$ cat src/hdl/psas_pkg.sv
// shared types, constants and command/status structs for the pressure autozero scaler
// no dependencies; imported by the interfaces and every module
package psas_pkg;

  localparam int ADC_BITS_DEF = 10;
  localparam int AVG_FRAC_DEF = 8;

  localparam int PT_W       = 16;  // zero and full points
  localparam int DEF_W      = 10;  // default points
  localparam int CNT_W      = 10;  // calibration sample count
  localparam int OUT_W      = 12;  // tenths of psi
  localparam int CFG_IDX_W  = 3;
  localparam int CFG_DATA_W = 16;

  localparam int SCALE_SPAN      = 1000;
  localparam int SCALE_W         = $clog2(SCALE_SPAN);
  localparam int NEAR_ZERO_LIMIT = 200;
  localparam int OUT_MAX         = 4095;

  localparam logic [PT_W-1:0]  STORED_ZERO_RESET   = 16'hFFFF;
  localparam logic [PT_W-1:0]  STORED_FULL_RESET   = 16'hFFFF;
  localparam logic [DEF_W-1:0] DEFAULT_ZERO_RESET  = 10'd90;
  localparam logic [DEF_W-1:0] DEFAULT_FULL_RESET  = 10'd860;
  localparam logic [CNT_W-1:0] CAL_SAMPLES_RESET   = 10'd150;
  localparam logic [OUT_W-1:0] LOW_THRESHOLD_RESET = 12'd100;

  typedef enum logic [1:0] {
    REQ_SAMPLE = 2'd0,
    REQ_BEGIN  = 2'd1,
    REQ_RECAL  = 2'd2
  } req_t;

  typedef enum logic [CFG_IDX_W-1:0] {
    CFG_STORED_ZERO   = 3'd0,
    CFG_STORED_FULL   = 3'd1,
    CFG_DEFAULT_ZERO  = 3'd2,
    CFG_DEFAULT_FULL  = 3'd3,
    CFG_CAL_SAMPLES   = 3'd4,
    CFG_LOW_THRESHOLD = 3'd5
  } cfg_idx_t;

  typedef enum logic [1:0] {
    ST_IDLE,
    ST_EXEC,
    ST_DIV,
    ST_COMMIT
  } state_t;

  typedef struct packed {
    logic capture;
    logic div_start;
    logic div_step;
    logic commit;
  } psas_cmd_t;

  typedef struct packed {
    logic needs_div;
    logic div_last;
  } psas_status_t;

endpackage

$ cat src/hdl/psas_if.sv
// channel interfaces: request items, result items and configuration writes
// depends on psas_pkg for field widths
interface psas_item_if import psas_pkg::*; #(
  parameter int ADC_BITS = ADC_BITS_DEF
) ();
  logic                valid;
  logic                ready;
  logic [1:0]          req_type;
  logic [ADC_BITS-1:0] adc_sample;

  modport source (output valid, req_type, adc_sample, input ready);
  modport sink   (input valid, req_type, adc_sample, output ready);
endinterface

interface psas_result_if import psas_pkg::*; ();
  logic             valid;
  logic             ready;
  logic [OUT_W-1:0] pressure_tenths;
  logic             low_warning;
  logic             calibrating;
  logic [PT_W-1:0]  zero_point;
  logic [PT_W-1:0]  full_point;
  logic             cal_done;

  modport source (output valid, pressure_tenths, low_warning, calibrating, zero_point,
                  full_point, cal_done, input ready);
  modport sink   (input valid, pressure_tenths, low_warning, calibrating, zero_point,
                  full_point, cal_done, output ready);
endinterface

interface psas_cfg_if import psas_pkg::*; ();
  logic                  valid;
  logic                  ready;
  logic [CFG_IDX_W-1:0]  index;
  logic [CFG_DATA_W-1:0] data;

  modport source (output valid, index, data, input ready);
  modport sink   (input valid, index, data, output ready);
endinterface

$ cat src/hdl/psas_ctrl.sv
// controller state machine: sequences capture, divide and commit of one request
// depends on psas_pkg for state and command/status types
module psas_ctrl import psas_pkg::*; (
  input  logic         clk,
  input  logic         rst,
  input  logic         item_valid,
  output logic         item_ready,
  output logic         result_valid,
  input  logic         result_ready,
  output psas_cmd_t    cmd,
  input  psas_status_t status
);

  state_t state;
  state_t state_next;

  always_ff @(posedge clk) begin
    if (rst) begin
      state <= ST_IDLE;
    end else begin
      state <= state_next;
    end
  end

  always_comb begin
    cmd        = '0;
    state_next = state;
    item_ready = (state == ST_IDLE);
    unique case (state)
      ST_IDLE: begin
        if (item_valid) begin
          cmd.capture = 1'b1;
          state_next  = ST_EXEC;
        end
      end
      ST_EXEC: begin
        if (status.needs_div) begin
          cmd.div_start = 1'b1;
          state_next    = ST_DIV;
        end else begin
          state_next = ST_COMMIT;
        end
      end
      ST_DIV: begin
        cmd.div_step = 1'b1;
        if (status.div_last) begin
          state_next = ST_COMMIT;
        end
      end
      ST_COMMIT: begin
        // result register must be empty or draining
        if (!result_valid || result_ready) begin
          cmd.commit = 1'b1;
          state_next = ST_IDLE;
        end
      end
      default: begin
        state_next = ST_IDLE;
      end
    endcase
  end

  always_ff @(posedge clk) begin
    if (rst) begin
      result_valid <= 1'b0;
    end else if (cmd.commit) begin
      result_valid <= 1'b1;
    end else if (result_ready) begin
      result_valid <= 1'b0;
    end
  end

`ifndef SYNTHESIS
  a_accept_to_exec: assert property (@(posedge clk) disable iff (rst)
    (item_valid && item_ready) |=> (state == ST_EXEC))
    else $error("accepted request did not move to execute");

  a_commit_sets_valid: assert property (@(posedge clk) disable iff (rst)
    cmd.commit |=> result_valid)
    else $error("commit did not present a result");

  a_div_ends: assert property (@(posedge clk) disable iff (rst)
    (state == ST_DIV && status.div_last) |=> (state == ST_COMMIT))
    else $error("divide did not finish into commit");

  a_short_path: assert property (@(posedge clk) disable iff (rst)
    (state == ST_EXEC && !status.needs_div) |=> (state == ST_COMMIT))
    else $error("request without divide did not go straight to commit");
`endif

endmodule

$ cat src/hdl/psas_datapath.sv
// datapath: configuration registers, calibration state, sample mapping with a
// bit-serial divider, averaging and the result register; depends on psas_pkg
module psas_datapath import psas_pkg::*; #(
  parameter int ADC_BITS      = ADC_BITS_DEF,
  parameter int AVG_FRAC_BITS = AVG_FRAC_DEF
) (
  input  logic                  clk,
  input  logic                  rst,
  input  psas_cmd_t             cmd,
  output psas_status_t          status,
  input  logic [1:0]            req_type,
  input  logic [ADC_BITS-1:0]   adc_sample,
  input  logic                  cfg_write,
  input  logic [CFG_IDX_W-1:0]  cfg_index,
  input  logic [CFG_DATA_W-1:0] cfg_data,
  output logic [OUT_W-1:0]      pressure_tenths,
  output logic                  low_warning,
  output logic                  calibrating,
  output logic [PT_W-1:0]       zero_point,
  output logic [PT_W-1:0]       full_point,
  output logic                  cal_done
);

  localparam int AVG_W  = OUT_W + AVG_FRAC_BITS;
  localparam int DIV_W  = ADC_BITS + SCALE_W;
  localparam int STEP_W = $clog2(DIV_W);

  // configuration
  logic [PT_W-1:0]  stored_zero;
  logic [PT_W-1:0]  stored_full;
  logic [DEF_W-1:0] default_zero;
  logic [DEF_W-1:0] default_full;
  logic [CNT_W-1:0] cal_samples;
  logic [OUT_W-1:0] low_threshold;

  // working state
  logic [PT_W-1:0]  zero_reg;
  logic [PT_W-1:0]  full_reg;
  logic [AVG_W-1:0] average_fix;
  logic             cal_active;
  logic [CNT_W-1:0] cal_counter;

  // captured request
  logic [1:0]          req;
  logic [ADC_BITS-1:0] raw;

  // divider
  logic [DIV_W-1:0]  dq;
  logic [PT_W-1:0]   rem;
  logic [PT_W-1:0]   divisor;
  logic [STEP_W-1:0] step;
  logic [PT_W:0]     trial;
  logic              q_bit;
  logic [PT_W-1:0]   rem_next;

  logic [PT_W-1:0]     raw_w;
  logic                below;
  logic [PT_W-1:0]     span;
  logic [ADC_BITS-1:0] diff;
  logic                map_div;
  logic [OUT_W-1:0]    m_direct;
  logic [OUT_W-1:0]    q_sat;
  logic [OUT_W-1:0]    m;
  logic [AVG_W-1:0]    v;
  logic [AVG_W:0]      avg_sum;
  logic [PT_W:0]       twice_def;
  logic [PT_W-1:0]     z_dec;
  logic [PT_W-1:0]     z_inc;
  logic                cal_end;

  logic [PT_W-1:0]  zero_next;
  logic [PT_W-1:0]  full_next;
  logic [AVG_W-1:0] average_fix_next;
  logic             cal_active_next;
  logic [CNT_W-1:0] cal_counter_next;
  logic             done_next;
  logic [OUT_W-1:0] pressure_next;

  always_ff @(posedge clk) begin
    if (rst) begin
      stored_zero   <= STORED_ZERO_RESET;
      stored_full   <= STORED_FULL_RESET;
      default_zero  <= DEFAULT_ZERO_RESET;
      default_full  <= DEFAULT_FULL_RESET;
      cal_samples   <= CAL_SAMPLES_RESET;
      low_threshold <= LOW_THRESHOLD_RESET;
    end else if (cfg_write) begin
      unique case (cfg_idx_t'(cfg_index))
        CFG_STORED_ZERO:   stored_zero   <= cfg_data[PT_W-1:0];
        CFG_STORED_FULL:   stored_full   <= cfg_data[PT_W-1:0];
        CFG_DEFAULT_ZERO:  default_zero  <= cfg_data[DEF_W-1:0];
        CFG_DEFAULT_FULL:  default_full  <= cfg_data[DEF_W-1:0];
        CFG_CAL_SAMPLES:   cal_samples   <= cfg_data[CNT_W-1:0];
        CFG_LOW_THRESHOLD: low_threshold <= cfg_data[OUT_W-1:0];
        default: begin
        end
      endcase
    end
  end

  always_ff @(posedge clk) begin
    if (cmd.capture) begin
      req <= req_type;
      raw <= adc_sample;
    end
  end

  // sample mapping
  assign raw_w    = PT_W'(raw);
  assign below    = raw_w < zero_reg;
  assign span     = full_reg - zero_reg;
  assign diff     = ADC_BITS'(raw_w - zero_reg);
  assign map_div  = (req == REQ_SAMPLE) && !cal_active && !below && (full_reg > zero_reg);
  // equal points give full scale, reversed points or a low sample give zero
  assign m_direct = (!below && full_reg == zero_reg) ? OUT_W'(OUT_MAX) : '0;
  assign q_sat    = (|dq[DIV_W-1:OUT_W]) ? OUT_W'(OUT_MAX) : dq[OUT_W-1:0];
  assign m        = map_div ? q_sat : m_direct;

  assign status.needs_div = map_div;
  assign status.div_last  = (step == STEP_W'(DIV_W - 1));

  // restoring divide, one quotient bit per cycle
  assign trial    = {rem, dq[DIV_W-1]};
  assign q_bit    = trial >= {1'b0, divisor};
  assign rem_next = q_bit ? PT_W'(trial - {1'b0, divisor}) : trial[PT_W-1:0];

  always_ff @(posedge clk) begin
    if (cmd.div_start) begin
      dq      <= DIV_W'(diff) * DIV_W'(SCALE_SPAN);
      rem     <= '0;
      divisor <= span;
      step    <= '0;
    end else if (cmd.div_step) begin
      dq   <= {dq[DIV_W-2:0], q_bit};
      rem  <= rem_next;
      step <= step + STEP_W'(1);
    end
  end

  // auto-zero nudge: step down first, then up against the updated point
  assign z_dec   = (raw_w < zero_reg && raw_w != '0) ? zero_reg - PT_W'(1) : zero_reg;
  assign z_inc   = (raw_w > z_dec && raw_w < PT_W'(NEAR_ZERO_LIMIT)) ? z_dec + PT_W'(1)
                                                                     : z_dec;
  assign cal_end = ({1'b0, cal_counter} + (CNT_W+1)'(1)) >= {1'b0, cal_samples};

  assign twice_def = {{(PT_W-DEF_W){1'b0}}, default_zero, 1'b0};
  assign v         = AVG_W'(m) << AVG_FRAC_BITS;
  assign avg_sum   = {1'b0, average_fix} + {1'b0, v};

  always_comb begin
    zero_next        = zero_reg;
    full_next        = full_reg;
    average_fix_next = average_fix;
    cal_active_next  = cal_active;
    cal_counter_next = cal_counter;
    done_next        = 1'b0;
    unique case (req)
      REQ_BEGIN: begin
        if ({1'b0, stored_zero} > twice_def) begin
          zero_next       = PT_W'(default_zero);
          full_next       = PT_W'(default_full);
          cal_active_next = 1'b1;
        end else begin
          zero_next       = stored_zero;
          full_next       = stored_full;
          cal_active_next = 1'b0;
        end
        cal_counter_next = '0;
      end
      REQ_RECAL: begin
        zero_next        = PT_W'(default_zero);
        full_next        = PT_W'(default_full);
        cal_active_next  = 1'b1;
        cal_counter_next = '0;
      end
      REQ_SAMPLE: begin
        if (cal_active) begin
          zero_next = z_inc;
          if (cal_end) begin
            // shift full point by the zero change
            full_next        = full_reg - PT_W'(default_zero) + z_inc;
            cal_active_next  = 1'b0;
            cal_counter_next = '0;
            done_next        = 1'b1;
          end else begin
            cal_counter_next = cal_counter + CNT_W'(1);
          end
        end else if (average_fix != '0) begin
          average_fix_next = avg_sum[AVG_W:1];
        end else begin
          average_fix_next = v;
        end
      end
      default: begin
      end
    endcase
  end

  assign pressure_next = average_fix_next[AVG_W-1 -: OUT_W];

  always_ff @(posedge clk) begin
    if (rst) begin
      zero_reg    <= PT_W'(DEFAULT_ZERO_RESET);
      full_reg    <= PT_W'(DEFAULT_FULL_RESET);
      average_fix <= '0;
      cal_active  <= 1'b0;
      cal_counter <= '0;
    end else if (cmd.commit) begin
      zero_reg    <= zero_next;
      full_reg    <= full_next;
      average_fix <= average_fix_next;
      cal_active  <= cal_active_next;
      cal_counter <= cal_counter_next;
    end
  end

  always_ff @(posedge clk) begin
    if (cmd.commit) begin
      pressure_tenths <= pressure_next;
      low_warning     <= pressure_next < low_threshold;
      calibrating     <= cal_active_next;
      zero_point      <= zero_next;
      full_point      <= full_next;
      cal_done        <= done_next;
    end
  end

endmodule

$ cat src/hdl/pressure_sensor_autozero_scaler_core.sv
// top level of the pressure autozero scaler: controller plus datapath
// depends on psas_pkg, psas_if, psas_ctrl and psas_datapath
//
// One request is handled at a time and each gives exactly one result. A begin,
// recalibrate, unused-code or calibration-sample request goes from capture
// through execute to commit without a divide. A sample in normal mode whose reading is
// at or above the zero point with the full point above it is scaled by a
// restoring divider that produces one quotient bit per cycle between execute
// and commit. The result sits in an
// output register, so a new request is taken while the previous result still
// waits. Configuration writes are always ready and should only be issued
// while no request is in flight. There is no start-up clearing pass.
module pressure_sensor_autozero_scaler_core import psas_pkg::*; #(
  parameter int ADC_BITS      = ADC_BITS_DEF,
  parameter int AVG_FRAC_BITS = AVG_FRAC_DEF
) (
  input logic           clk,
  input logic           rst,
  psas_item_if.sink     item,
  psas_result_if.source result,
  psas_cfg_if.sink      cfg
);

  psas_cmd_t    cmd;
  psas_status_t status;

  assign cfg.ready = 1'b1;

  psas_ctrl u_ctrl (
    .clk          (clk),
    .rst          (rst),
    .item_valid   (item.valid),
    .item_ready   (item.ready),
    .result_valid (result.valid),
    .result_ready (result.ready),
    .cmd          (cmd),
    .status       (status)
  );

  psas_datapath #(
    .ADC_BITS      (ADC_BITS),
    .AVG_FRAC_BITS (AVG_FRAC_BITS)
  ) u_datapath (
    .clk             (clk),
    .rst             (rst),
    .cmd             (cmd),
    .status          (status),
    .req_type        (item.req_type),
    .adc_sample      (item.adc_sample),
    .cfg_write       (cfg.valid),
    .cfg_index       (cfg.index),
    .cfg_data        (cfg.data),
    .pressure_tenths (result.pressure_tenths),
    .low_warning     (result.low_warning),
    .calibrating     (result.calibrating),
    .zero_point      (result.zero_point),
    .full_point      (result.full_point),
    .cal_done        (result.cal_done)
  );

endmodule

$ cat src/flat_wrapper.sv
// flat-port wrapper written by rule: the top's interface ports become plain ports
module pressure_sensor_autozero_scaler_core_flat import psas_pkg::*;
#(
  parameter int ADC_BITS      = ADC_BITS_DEF,
  parameter int AVG_FRAC_BITS = AVG_FRAC_DEF
)
  (clk, rst, item_valid, item_req_type, item_adc_sample, item_ready, result_valid, result_pressure_tenths, result_low_warning, result_calibrating, result_zero_point, result_full_point, result_cal_done, result_ready, cfg_valid, cfg_index, cfg_data, cfg_ready);
  psas_item_if #(.ADC_BITS(ADC_BITS)) item_i ();
  psas_result_if result_i ();
  psas_cfg_if cfg_i ();
  input logic clk;
  input logic rst;
  input wire logic [$bits(item_i.valid)-1:0] item_valid;
  input wire logic [$bits(item_i.req_type)-1:0] item_req_type;
  input wire logic [$bits(item_i.adc_sample)-1:0] item_adc_sample;
  output wire logic [$bits(item_i.ready)-1:0] item_ready;
  output wire logic [$bits(result_i.valid)-1:0] result_valid;
  output wire logic [$bits(result_i.pressure_tenths)-1:0] result_pressure_tenths;
  output wire logic [$bits(result_i.low_warning)-1:0] result_low_warning;
  output wire logic [$bits(result_i.calibrating)-1:0] result_calibrating;
  output wire logic [$bits(result_i.zero_point)-1:0] result_zero_point;
  output wire logic [$bits(result_i.full_point)-1:0] result_full_point;
  output wire logic [$bits(result_i.cal_done)-1:0] result_cal_done;
  input wire logic [$bits(result_i.ready)-1:0] result_ready;
  input wire logic [$bits(cfg_i.valid)-1:0] cfg_valid;
  input wire logic [$bits(cfg_i.index)-1:0] cfg_index;
  input wire logic [$bits(cfg_i.data)-1:0] cfg_data;
  output wire logic [$bits(cfg_i.ready)-1:0] cfg_ready;
  assign item_i.valid = item_valid;
  assign item_i.req_type = item_req_type;
  assign item_i.adc_sample = item_adc_sample;
  assign item_ready = item_i.ready;
  assign result_valid = result_i.valid;
  assign result_pressure_tenths = result_i.pressure_tenths;
  assign result_low_warning = result_i.low_warning;
  assign result_calibrating = result_i.calibrating;
  assign result_zero_point = result_i.zero_point;
  assign result_full_point = result_i.full_point;
  assign result_cal_done = result_i.cal_done;
  assign result_i.ready = result_ready;
  assign cfg_i.valid = cfg_valid;
  assign cfg_i.index = cfg_index;
  assign cfg_i.data = cfg_data;
  assign cfg_ready = cfg_i.ready;
  pressure_sensor_autozero_scaler_core #(.ADC_BITS(ADC_BITS), .AVG_FRAC_BITS(AVG_FRAC_BITS)) u_core (.clk(clk), .rst(rst), .item(item_i), .result(result_i), .cfg(cfg_i));
endmodule
$ cat config.mk
export PLATFORM = sky130hd
export DESIGN_NAME = pressure_sensor_autozero_scaler_core_flat
export DESIGN_NICKNAME = d
export VERILOG_FILES = /design/src/hdl/psas_pkg.sv /design/src/hdl/psas_if.sv /design/src/hdl/psas_ctrl.sv /design/src/hdl/psas_datapath.sv /design/src/hdl/pressure_sensor_autozero_scaler_core.sv /design/src/flat_wrapper.sv
export SDC_FILE = /design/constraint.sdc
export NUM_CORES = 1
export LEC_CHECK = 0
export ABC_AREA = 1
export BUFFER_PORTS_ARGS = -buffer_cell sky130_fd_sc_hd__buf_2
export CAP_MARGIN = 0
export CORE_MARGIN = 5
export CORE_UTILIZATION = 42
export CTS_BUF_LIST = sky130_fd_sc_hd__clkbuf_2 sky130_fd_sc_hd__clkbuf_4 sky130_fd_sc_hd__clkbuf_8
export DETAILED_ROUTE_END_ITERATION = 8
export MAX_ROUTING_LAYER = met4
export SYNTH_ARGS = -nofsm -noshare
export SYNTH_HDL_FRONTEND = slang
export SYNTH_SLANG_ARGS = --single-unit
export TNS_END_PERCENT = 50
$ cat constraint.sdc
create_clock -name clk -period 8 [get_ports clk]
set_input_delay 1.6 -clock clk [delete_from_list [all_inputs] [get_ports clk]]
set_output_delay 1.6 -clock clk [all_outputs]
set_load 0.005 [all_outputs]
# Word-level counts from Yosys, hierarchy flattened
# Cells that the tools add are included.
# totals
register_bits,256
latch_bits,0
ram_bits,0
rom_bits,0
in_bits,36
elab_cells,134
n_memories,0
# op_classes
addsub,11
multipliers,1
div_mod_pow,0
magnitude_cmp,8
eq_ne,16
shift,0
muxes,40
bitwise_logic,1
n_reduce_logical,30
# op_table
operator,n
2-to-1 mux 16 bit,8
2-to-1 mux 20 bit,5
case mux 16 bit (3 select lines),2
2-to-1 mux 12 bit,3
subtractor 16 bit,2
adder 20 x 20 -> 21 bit,1
2-to-1 mux 10 bit,2
case mux 10 bit (2 select lines),1
nonzero test 20 bit,1
greater-or-equal comparator 17 x 16 -> 1 bit,1
multiplier 10 x 7 -> 17 bit (second input constant),1
adder 16 x 1 -> 16 bit (second input constant),1
adder 16 bit,1
== test 16 bit,1
greater-than comparator 10 x 16 -> 1 bit,1
greater-than comparator 16 x 11 -> 1 bit,1
greater-than comparator 16 bit,1
less-than comparator 10 x 16 -> 1 bit,1
nonzero test 16 bit,1
subtractor 16 x 1 -> 16 bit (second input constant),1
subtractor 16 x 10 -> 16 bit,1
2-to-1 mux 1 bit,14
AND reduction 2 bit,7
less-than comparator 12 bit,1
other kinds (27),48

# Longest topological paths before layout
# Gate-level depths: netlist of run 1.
# logic_depth
word_depth,10
depth_mapped,45

# Cells and area by module
# From an unflattened synthesis of run 1, not the netlist that was laid out.
# unflattened
cells_unflattened,2322
area_unflattened_um2,17967.2
# modules_own_cells
mod,instances,cells_per_inst,area_per_inst_um2,seq_area_each_um2
psas_datapath,1,2284,17722.0,5985.7
psas_ctrl,1,36,234.0,60.1
pressure_sensor_autozero_scaler_core,1,2,11.3,0.0

# Worst setup path before layout of run 1
# Ideal clock, no wire load.
# synth_path
path_type,register to register
startpoint,register u_core.u_datapath.raw[0]
endpoint,register u_core.u_datapath.full_point[10] (data pin)
setup_time_ps,276
t_arrival_ps,5273
required_ps,7724
path_slack_ps,2451
stages_incl_launch_ff,42
period_less_slack_ps,5549
cell_sequence,edfxtp_1 > inv_1 > ha_1 > inv_1 > fa_1 > nand2_1 > nand2_1 > nand3_2 > nand2_2 > nand2_4 > nand3_4 > inv_2 > buf_6 > nand2_1 > o21ai_0 > ha_1 > nand4_1 > inv_1 > [6 not listed] > nand2_1 > inv_1 > fa_1 > inv_1 > fa_1 > nand2_1 > nand2_1 > a21oi_1 > o21ai_0 > nand3_1 > nand2_1 > a21oi_1 > nor2_1 > nor2_1 > xor2_1 > nand2_1 > o211ai_1 > o211ai_1
# synth_between
elab_chain_len,10
elab_cells_between_ends,13
cone_classes,add/sub (2); order compare (3); mux (5); reduce/logical (3)
# synth_lines
item,line,text
from (decl),psas_datapath.sv:45,logic [ADC_BITS-1:0] raw;
from (signal assigned),psas_datapath.sv:104,raw <= adc_sample;
less-than comparator 10 x 16 -> 1 bit or nonzero test 16 bit (tied branches),psas_datapath.sv:141,assign z_dec = (raw_w < zero_reg && raw_w != '0) ? zero_reg - PT_W'(1) : zero_reg;
logical AND 1 bit,psas_datapath.sv:141,
2-to-1 mux 16 bit,psas_datapath.sv:141,
greater-than comparator 10 x 16 -> 1 bit,psas_datapath.sv:142,assign z_inc = (raw_w > z_dec && raw_w < PT_W'(NEAR_ZERO_LIMIT)) ? z_dec + PT_W'(1)
logical AND 1 bit,psas_datapath.sv:142,
2-to-1 mux 16 bit (*),psas_datapath.sv:142,
adder 16 bit (*),psas_datapath.sv:181,full_next = full_reg - PT_W'(default_zero) + z_inc;
2-to-1 mux 16 bit (*),psas_datapath.sv:179,if (cal_end) begin
2-to-1 mux 16 bit (*),psas_datapath.sv:177,if (cal_active) begin
case mux 16 bit (3 select lines) (*),psas_datapath.sv:157,unique case (req)
via u_core.u_datapath.full_next[10],psas_datapath.sv:72,logic [PT_W-1:0] full_next;
to (signal assigned),psas_datapath.sv:223,full_point <= full_next;
to (decl),psas_datapath.sv:20,"output logic [PT_W-1:0] full_point,"
# The timed path passes the listed nets; every way through them passes the cells marked *.
# A chain may end at the register's enable or synchronous reset.

# Final worst setup path of run 1
# layout_path
startpoint,register u_core.u_datapath.zero_reg[1]
endpoint,register u_core.u_datapath.full_reg[10]
# layout_between
elab_chain_len,10
elab_cells_between_ends,12
cone_classes,add/sub (3); order compare (2); mux (5); reduce/logical (2)
# layout_lines
item,line,text
from (decl),psas_datapath.sv:37,logic [PT_W-1:0] zero_reg;
from (signal assigned),psas_datapath.sv:203,zero_reg <= PT_W'(DEFAULT_ZERO_RESET);
from (signal assigned),psas_datapath.sv:209,zero_reg <= zero_next;
less-than comparator 10 x 16 -> 1 bit,psas_datapath.sv:141,
logical AND 1 bit,psas_datapath.sv:141,
2-to-1 mux 16 bit (*),psas_datapath.sv:141,
greater-than comparator 10 x 16 -> 1 bit,psas_datapath.sv:142,
logical AND 1 bit,psas_datapath.sv:142,
2-to-1 mux 16 bit (*),psas_datapath.sv:142,
adder 16 bit (*),psas_datapath.sv:181,
2-to-1 mux 16 bit (*),psas_datapath.sv:179,
2-to-1 mux 16 bit (*),psas_datapath.sv:177,
case mux 16 bit (3 select lines) (*),psas_datapath.sv:157,
via u_core.u_datapath.full_next[10],psas_datapath.sv:72,
to (signal assigned),psas_datapath.sv:204,full_reg <= PT_W'(DEFAULT_FULL_RESET);
to (signal assigned),psas_datapath.sv:210,full_reg <= full_next;
to (decl),psas_datapath.sv:38,logic [PT_W-1:0] full_reg;
# Marks and branches as above.

==> metrics.md, run 1 <==
| Metric | Value |
|---|---|
| Status | `finished, final reports clean` |
| Final RePlAce weighted congestion | `0.972` |
| Min cycle time layout | `6.72 ns` |
| Drt drc | `0` |
| Drt wl/cell | `17.8 um` |
| Leading area contributor after synthesis | `dfxtp_1` |
| Layout cells sized above 1 | `0.0960` |
| CP arrival | `7.21 ns` |
| First-pass GRT wire length | `82.5 mm` |
| Top post-synthesis cells by area | `dfxtp_1 19%, edfxtp_1 16%, ha_1 12%` |
| Largest net degree at the start of global routing | `81` |
| Fin nets | `2601` |
| Initial antenna violation count | `0` |
| # H-tree levels | `2` |
| Synth Cell Area | `17700 um2` |
| CTS Buf Count | `47` |
| Chip Width | `215 um` |
| Via count | `15500` |
| Primary FF master, synth | `dfxtp_1` |
| CTS Hold Buffers Added | `0` |
| Die area | `46300 um2` |
| Tot GR Track Use | `0.229` |
| Dpl hpwl | `39.7 mm` |
| Hold Path Depth | `2` |
| Worst slew pin tran | `1.29 ns` |
| Mean Syn Cell Area | `7.78 um2` |
| Hold Crit Class | `flip-flop to flip-flop` |
| N_diodes | `0` |
| IO Pins | `86` |
| Crit path max fanout | `17` |
| Synth Net Count | `2515` |
| Clk buf depth | `3` |
| Critical path origin | `u_core.u_datapath.zero_reg[1]` |
| Fillers | `4184` |
| #FFs+latches synth | `256` |
| Gate count of the mapped netlist | `2272` |
| Post-synth EDFFs | `92` |
| Clk sink count | `256` |
| Reg2reg setup slack | `1.28 ns` |
| Sequential share of the synthesized area | `0.342` |
| DR pass1 iterations | `5` |
| Clk Latency, worst-skew pair | `0.64 ns` |
| MaxCap Viol Count | `0` |
| Endpoints failing setup | `0` |
| Fin crit share | `0.840` |
| Max-slew violations | `0` |
| Yosys Warn Count | `0` |
| Post-route clock skew | `0.0482 ns` |
| Drt initial violations | `1150` |
| CTS tree | `yes` |
| Final hold vios | `0` |
| Core Rows | `75` |
| Worst Setup End Kind | `flip-flop` |
| Largest stage delay, worst path | `0.49 ns` |
| Die Ht | `215 um` |
| Slew HR | `0.135` |
| Setup CP Type | `flip-flop to flip-flop` |
| Final ANT Viol Nets | `0` |
| Critical path required time | `8.49 ns` |
| Yosys cell types | `65` |
| Vias in the first global route | `14900` |
| Reg2Reg Depth | `39` |
| RSZ-0062 raised after global routing | `no` |
| Area of the core | `41800 um2` |
| Number of setup buffers added after CTS | `0` |
| GRT overflow | `0` |
| Setup_tns | `0 ns` |
| Startpoint types | `flip-flop` |
| Yosys top cell area share | `0.186` |
| Max Clk Rate | `149 MHz` |
| Critical Path End | `u_core.u_datapath.full_reg[10]` |
| Slowest cell on crit path | `fa_1` |
| Final WL | `52.2 mm` |
| Clock-pin slew of the registers on the worst-case setup and hold paths | `0.06 ns` |
| Vias/cell | `5.28` |
| Largest registers | `u_core.u_datapath.average_fix: 20 flops, u_core.u_datapath.dq: 20 flops` |
| FFs w/ async S/R, synth | `0` |
| Worst R2R End | `u_core.u_datapath.full_reg[10]` |
| CP most frequent cell | `nand2_1` |
| Area grow syn2layout | `11.6%` |
| Clock Root Buffer | `clkbuf_8` |
| Initial core utilization | `0.423` |
| R2R Path Start | `u_core.u_datapath.zero_reg[1]` |
| PostCTS Resize Cnt | `0` |
| Port bufs | `84` |
## worst min-delay path by stage
stage / end / start / slack, ns
global route: u_core.u_datapath.stored_full[2] / u_core.u_datapath.stored_full[2] / 0.48
detailed placement: u_core.u_datapath.stored_full[4] / u_core.u_datapath.stored_full[4] / 0.44
floorplan: u_core.u_datapath.stored_full[10] / u_core.u_datapath.stored_full[10] / 0.43
finish: u_core.u_datapath.stored_full[4] / u_core.u_datapath.stored_full[4] / 0.45
global placement: u_core.u_datapath.stored_zero[13] / u_core.u_datapath.stored_zero[13] / 0.44
CTS: u_core.u_datapath.stored_full[4] / u_core.u_datapath.stored_full[4] / 0.46
## cells in the mapped netlist (all sizes together), types with 8 or more instances
library cell and number:
a211oi 11, a21oi 183, a221oi 9, a22oi 9, buf 10, clkbuf 54, dfxtp 164, edfxtp 92
fa 44, ha 163, inv 375, nand2 490, nand3 98, nand4 27, nor2 132, nor3 21
nor4 8, o211ai 40, o21ai 166, o21bai 11, o221ai 9, o22ai 18, xnor2 22, xor2 62
## metrics by stage
stage | cells | setup WS, ns | cell area (um2) | util | hold slack, ns
after global placement | 2848 | 1.43 | 18600 | 0.446 | 0.441
after floorplan | 2272 | 2.45 | 17700 | - | 0.429
final | 2936 | 1.28 | 19700 | 0.472 | 0.454
after CTS | 2936 | 1.32 | 19700 | 0.472 | 0.459
after global routing | 2936 | 0.670 | 19700 | 0.472 | 0.481
after detailed placement | 2848 | 1.32 | 18600 | 0.446 | 0.443
## cells in the final DEF (no fill, tap or decap), types with 84 or more instances in the layout
cell type  instances
nand2_1          484
inv_1            368
a21oi_1          182
dfxtp_1          164
ha_1             163
o21ai_0          157
nor2_1           124
edfxtp_1          92
nand3_1           91
buf_2             84
## area by class of cell
class	count	area (um2)	share of cell area
Clock inverter	19	196	0.00996
Inverter	377	1420	0.0718
Timing Repair Buffer	101	548	0.0278
Multi-Input combinational cell	1575	9950	0.505
Tap cell	539	674	0.0342
Sequential cell	256	6050	0.307
Clock buffer	69	887	0.0450
## routing by layer
metal  track usage  routed length (um)  share of wire
met1         0.301               24000           0.46
met2         0.372               24200           0.46
met3        0.0338                2620          0.050
met4        0.0646                1320          0.025
met5             -                   0              0
## logic make-up (layout without fill, tap and decap cells)
logic type	after synthesis	in the layout	synth area share
fa+ha+maj	207	207	0.165
flops	256	256	0.342
simple gates	787	787	0.189
buf+inv	441	566	0.0950
other cells	1	1	0.000212
xor+xnor	84	84	0.0435
compound gates	496	496	0.165
## critical path: cells and delay by family (launching register included)
family / cells / cell delay (ns)
compound gates: 8 / 1.25
simple gates: 22 / 2.12
flops: 1 / 0.47
fa+ha+maj: 4 / 1.78
buf+inv: 3 / 0.35
xor+xnor: 2 / 0.63
Power of run 1 is not shown: default switching activity piles up to over one toggle a cycle in this logic, so the estimate is an artifact.
==> run 2, diff against run 1 <==
ABC_AREA = 0   (was 1)
clock period = 5.65 ns   (was 8 ns; I/O delays follow)
==> run 2 against run 1 <==
Effect of this change: the run now ends with setup timing left; clock skew down 0.025 ns; via count up 2.9%; first-iteration DRC count is 1.6% lower; sequential cell count unchanged; die area decreased by 1.1%; critical path depth down 3; area after synthesis shrank 1.2%; fmax shrank 8.8%; count of clock-buffer cells in the layout is 11 lower; synthesized cell count down 11%; setup slack worse by 3.0 ns; cell count down 0.48%; highest routed layer unchanged.
==> metrics.md, run 2 <==
| Metric | Value |
|---|---|
| Final RePlAce weighted congestion | `0.942` |
| DR pass1 iterations | `6` |
| Min cycle time layout | `7.37 ns` |
| CTS Buf Count | `46` |
| Post-route clock skew | `0.0234 ns` |
| Core Rows | `74` |
| Area grow syn2layout | `27.5%` |
| Top post-synthesis cells by area | `dfxtp_1 19%, edfxtp_1 16%, ha_1 12%` |
| Critical path origin | `u_core.u_datapath.raw[0]` |
| Final instance area | `22300 um2` |
| Multiplexer share of the synthesized area | `0.0201` |
| Final WL | `56.7 mm` |
| Primary FF master, synth | `dfxtp_1` |
| Dpl hpwl | `43.4 mm` |
| Yosys top cell area share | `0.188` |
| Fin crit share | `1.30` |
| CP most frequent cell | `buf_4` |
| CP arrival | `7.88 ns` |
| Max Clk Rate | `136 MHz` |
| Fillers | `3824` |
| Worst Setup End Kind | `flip-flop` |
| Endpoints failing setup | `36` |
| Status | `finished, violations left` |
| Initial antenna violation count | `0` |
| Fin cells | `2922` |
| Crit path max fanout | `5` |
| Largest net degree at the start of global routing | `59` |
| Synth Cell Area | `17500 um2` |
| #FFs+latches synth | `256` |
| Port bufs | `84` |
| Clock Root Buffer | `clkbuf_8` |
| Vias/cell | `5.46` |
| Layout cells sized above 1 | `0.248` |
| Drt drc | `0` |
| GRT overflow | `0` |
| Yosys cell types | `90` |
| Drt initial violations | `1132` |
| Hold Crit Class | `flip-flop to flip-flop` |
| Clock-pin slew of the registers on the worst-case setup and hold paths | `0.07 ns` |
| MaxCap Viol Count | `0` |
| Clk sink count | `256` |
| Simple-Gate Fraction of Synth Area | `0.160` |
| Adder-cell share of the synthesized area | `0.167` |
| Post-synth EDFFs | `92` |
| Initial core utilization | `0.426` |
| CTS tree | `yes` |
| Via count | `15900` |
| Gate count of the mapped netlist | `2013` |
| Compound-gate portion of the synthesized area | `0.196` |
| Largest stage delay, worst path | `0.41 ns` |
| Slowest cell on crit path | `edfxtp_1` |
| Commonest non-fill, non-tap cell in the layout | `buf_4` |
| Reg2Reg Depth | `36` |
| Final core occ | `0.543` |
| Leading area contributor after synthesis | `dfxtp_1` |
| Final WS setup | `-1.72 ns` |
| Chip Width | `214 um` |
| Vias in the first global route | `15800` |
| Clk Latency, worst-skew pair | `0.63 ns` |
| Post-Place Cells | `2803` |
| Area of the core | `41000 um2` |
| Commonest cells post-synth | `228 x nand2_1, 186 x inv_1, 181 x a21oi_1, 164 x dfxtp_1, 163 x ha_1` |
| N_diodes | `0` |
| # H-tree levels | `2` |
| DP Worst Slack | `-1.75 ns` |
| First-pass GRT wire length | `88.2 mm` |
| R2R Path Start | `u_core.u_datapath.raw[0]` |
| Critical Path End | `u_core.u_datapath.full_reg[12]` |
| FFs w/ async S/R, synth | `0` |
| Startpoint types | `flip-flop` |
| Tot GR Track Use | `0.246` |
| Largest family of logic cells by synthesized area | `compound AO/OA/AOI/OAI gates` |
| DP Area | `20300 um2` |
| Mean Syn Cell Area | `8.68 um2` |
| Synth Net Count | `2256` |
| Reg2reg setup slack | `-1.72 ns` |
| Slew HR | `0.110` |
| CTS Hold Buffers Added | `0` |
| Sequential share of the synthesized area | `0.346` |
| Die Ht | `214 um` |
| Setup CP Type | `flip-flop to flip-flop` |
| Most frequent cell after synthesis | `nand2_1` |
| Max-slew violations | `0` |
| Final hold vios | `0` |
| Yosys Warn Count | `0` |
| Failing checks | `setup timing` |
| IO Pins | `86` |
| Worst slew pin tran | `1.33 ns` |
| Critical path required time | `6.15 ns` |
| Final ANT Viol Nets | `0` |
| Drt wl/cell | `19.4 um` |
| RSZ-0062 raised after global routing | `yes` |
| Die area | `45800 um2` |
| Fin nets | `2595` |
| Most frequent cells in the layout | `280 x buf_4, 227 x nand2_1, 176 x inv_1, 164 x a21oi_1, 163 x dfxtp_1` |
| Largest registers | `u_core.u_datapath.average_fix: 20 flops, u_core.u_datapath.dq: 20 flops` |
| Synthesized-area fraction occupied by xor and xnor cells | `0.0517` |
| Worst R2R End | `u_core.u_datapath.full_reg[12]` |
| Clk buf depth | `3` |
[run 2: kinds of logic after synthesis]
logic type                 Yosys count
muxes                               35
adders and majority gates          207
and+or+nand+nor                    598
buffers and inverters              270
DFF                                256
AOI/OAI and AO/OA                  543
other                                1
xor gates and xnor gates           103
[run 2: metrics by stage]
step | TNS, ns | hold WS (ns)
after detailed placement | -38.73 | 0.447
after floorplan | -20.88 | 0.432
after global placement | -35.09 | 0.444
after global routing | -52.93 | 0.476
after CTS | -33.61 | 0.457
final | -40.31 | 0.459
[run 2: final cells by class]
cell class              instances  area [um2]  share of cell area
multi-input cells            1487       11100               0.498
well taps                     532         666              0.0299
clock inverters                28         350              0.0157
inverters                     188         706              0.0317
flip-flops and latches        256        6050               0.272
clock buffers                  58         773              0.0347
repair buffers                373        2630               0.118
[run 2: worst min path at each step]
stage	cells after the start	end	startpoint
final	2	u_core.u_datapath.low_threshold[10]	u_core.u_datapath.low_threshold[10]
after detailed placement	2	u_core.u_datapath.low_threshold[10]	u_core.u_datapath.low_threshold[10]
after floorplan	2	u_core.u_datapath.stored_zero[14]	u_core.u_datapath.stored_zero[14]
after CTS	2	u_core.u_datapath.low_threshold[10]	u_core.u_datapath.low_threshold[10]
after global routing	2	u_core.u_datapath.cal_samples[8]	u_core.u_datapath.cal_samples[8]
after global placement	2	u_core.u_datapath.average_fix[0]	u_core.u_datapath.average_fix[0]
[run 2: routing by layer]
| layer | track usage | wire length [um] | up-vias | part of all wire |
|---|---|---|---|---|
| li1 | - | - | 7804 | - |
| met1 | 0.316 | 25100 | 7639 | 0.44 |
| met2 | 0.415 | 27800 | 415 | 0.49 |
| met3 | 0.0274 | 2480 | 86 | 0.044 |
| met4 | 0.0685 | 1340 | 0 | 0.024 |
| met5 | - | 0 | - | 0 |
[run 2: critical path, delay by kind of cell, from the launching register on]
family	cells	cell delay, ns
AOI/OAI and AO/OA	11	2.17
xor gates and xnor gates	2	0.27
adders and majority gates	5	1.41
buffers and inverters	8	1.03
DFF	1	0.41
and+or+nand+nor	10	1.97
[run 2: timing repair]
action                                  4_1_cts  5_1_grt
gates resized for setup                      49       69
buffers inserted                             15       19
endpoints found under the setup margin       36       39
gates cloned                                  0        0
pin swaps                                    37       54
Power of run 2 is left out for the same reason.
==> run 3, diff against run 2 <==
clock period = 7.95 ns   (was 5.65 ns; I/O delays follow)
==> run 3 against run 2 <==
Effect of this change: global-route usage down 1.8 points; first-iteration DRC count up 3.4%; non-clock buffer count down 240; die area unchanged; the flow now finishes without violations; critical endpoint is now u_core.u_datapath.full_point[14].
==> metrics.md, run 3 (synthesized netlist as in run 2, its figures left out) <==
| Metric | Value |
|---|---|
| Fin nets | `2356` |
| DR pass1 iterations | `6` |
| Drt initial violations | `1171` |
| Max-slew violations | `0` |
| RSZ-0062 raised after global routing | `no` |
| MaxCap Viol Count | `0` |
| Status | `finished, final reports clean` |
| Reg2Reg Depth | `37` |
| IO Pins | `86` |
| Setup_tns | `0 ns` |
| Initial core utilization | `0.426` |
| Fillers | `3988` |
| CTS Buf Count | `47` |
| Commonest non-fill, non-tap cell in the layout | `nand2_1` |
| Worst Setup End Kind | `flip-flop` |
| Worst Path Buf+Inv | `9` |
| Final RePlAce weighted congestion | `1.00` |
| First-pass GRT wire length | `82.2 mm` |
| Drt drc | `0` |
| Critical path required time | `8.31 ns` |
| Slew HR | `0.218` |
| Dpl hpwl | `39.5 mm` |
| Clock-pin slew of the registers on the worst-case setup and hold paths | `0.06 ns` |
| Clk Latency, worst-skew pair | `0.63 ns` |
| GRT overflow | `0` |
| Port bufs | `84` |
| Layout cells sized above 1 | `0.129` |
| # H-tree levels | `2` |
| N_diodes | `0` |
| Largest registers | `u_core.u_datapath.average_fix: 20 flops, u_core.u_datapath.dq: 20 flops` |
| CP arrival | `7.87 ns` |
| Min cycle time layout | `7.51 ns` |
| Worst slew pin tran | `1.17 ns` |
| Drt wl/cell | `19.4 um` |
| Endpoints failing setup | `0` |
| Final WS setup | `0.440 ns` |
| Fin crit share | `0.945` |
| DP Worst Slack | `-0.169 ns` |
| Clk buf depth | `3` |
| Vias in the first global route | `14800` |
| Hold worst-path end | `u_core.u_datapath.low_threshold[7]` |
| Final ANT Viol Nets | `0` |
| Chip Width | `214 um` |
| Vias/cell | `5.65` |
| Clock Root Buffer | `clkbuf_8` |
| Clk sink count | `256` |
| DP Area | `18600 um2` |
| Post-route clock skew | `0.0284 ns` |
| Hold_sp | `u_core.u_datapath.low_threshold[7]` |
| Via count | `15200` |
| Hold Crit Class | `flip-flop to flip-flop` |
| Setup CP Type | `flip-flop to flip-flop` |
| Max Clk Rate | `133 MHz` |
| Slowest cell on crit path | `nor4b_1` |
| Cell family with the largest share of critical-path delay | `compound AO/OA/AOI/OAI gates` |
| Final WL | `52.1 mm` |
| Startpoint types | `flip-flop` |
| CTS Hold Buffers Added | `0` |
| Core Rows | `74` |
| Largest stage delay, worst path | `0.47 ns` |
| Final hold vios | `0` |
| Final instance area | `19800 um2` |
| Area grow syn2layout | `13.6%` |
| CP most frequent cell | `buf_4` |
| Reg2reg setup slack | `0.44 ns` |
| CTS tree | `yes` |
| Area of the core | `41000 um2` |
| Tot GR Track Use | `0.228` |
| Hold Path Depth | `2` |
| Final hold slack | `0.455 ns` |
| Initial antenna violation count | `1` |
| Die Ht | `214 um` |
| Worst R2R End | `u_core.u_datapath.full_point[14]` |
| R2R Path Start | `u_core.u_datapath.raw[0]` |
| Most frequent cells in the layout | `228 x nand2_1, 185 x inv_1, 178 x a21oi_1, 164 x dfxtp_1, 162 x ha_1` |
| Die area | `45800 um2` |
| Crit path max fanout | `6` |
| Largest net degree at the start of global routing | `60` |
==> run 3: cell count changes in the layout (fill, tap and decap cells not counted), sizes merged <==
cell and delta:
inv -1, clkbuf +8, clkinv -2, bufinv -1, buf -240, clkinvlp -2
==> run 3: how the worst max path moves through the flow <==
stage	cells past startpoint	from	endpoint	slack, ns
final	37	u_core.u_datapath.raw[0]	u_core.u_datapath.full_point[14]	0.44
after global routing	37	u_core.u_datapath.raw[0]	u_core.u_datapath.full_point[15]	0.03
after global placement	32	u_core.u_datapath.raw[0]	u_core.u_datapath.full_point[15]	-0.12
after detailed placement	32	u_core.u_datapath.raw[0]	u_core.u_datapath.full_point[15]	-0.17
after CTS	32	u_core.u_datapath.raw[0]	u_core.u_datapath.full_point[14]	0.06
after floorplan	31	u_core.u_datapath.zero_reg[1]	u_core.u_datapath.full_point[15]	0.20
==> run 3: area by class of cell <==
type	count	area [um2]	area share
Sequential cell	256	6050	0.305
Timing Repair Buffer	133	788	0.0397
Clock inverter	22	297	0.0149
Clock buffer	66	815	0.0411
Multi-Input combinational cell	1487	10500	0.530
Tap cell	532	666	0.0336
Inverter	188	706	0.0356
==> run 3: worst register-to-register path: cells and delay by family, from the launching register on <==
family / cells / cell delay (ns)
AO/OA/AOI/OAI: 12 / 2.13
AND/OR/NAND/NOR: 9 / 1.73
adder cells (fa/ha/maj): 5 / 1.53
buffers and inverters: 9 / 1.23
flip-flops: 1 / 0.38
XOR/XNOR: 2 / 0.26
==> run 3: metrics by stage <==
step | util | cells
after floorplan | - | 2013
after global placement | 0.453 | 2592
after detailed placement | 0.453 | 2592
after CTS | 0.480 | 2680
after global routing | 0.484 | 2684
final | 0.484 | 2684
==> run 3: what timing repair did <==
item | CTS | global route
hold endpoints to repair | 0 | 0
cloned | 0 | 0
setup buffers | 0 | 4
gates resized for setup | 4 | 27
pin swaps | 0 | 5
setup endpoints to repair | 4 | 15
==> run 3: metal layers <==
layer	share of wire	wire, um	global-route usage
met5	0	0	-
met4	0.041	2140	0.0885
met3	0.054	2820	0.0298
met2	0.47	24600	0.378
met1	0.43	22500	0.285
Power of run 3 is left out for the same reason.
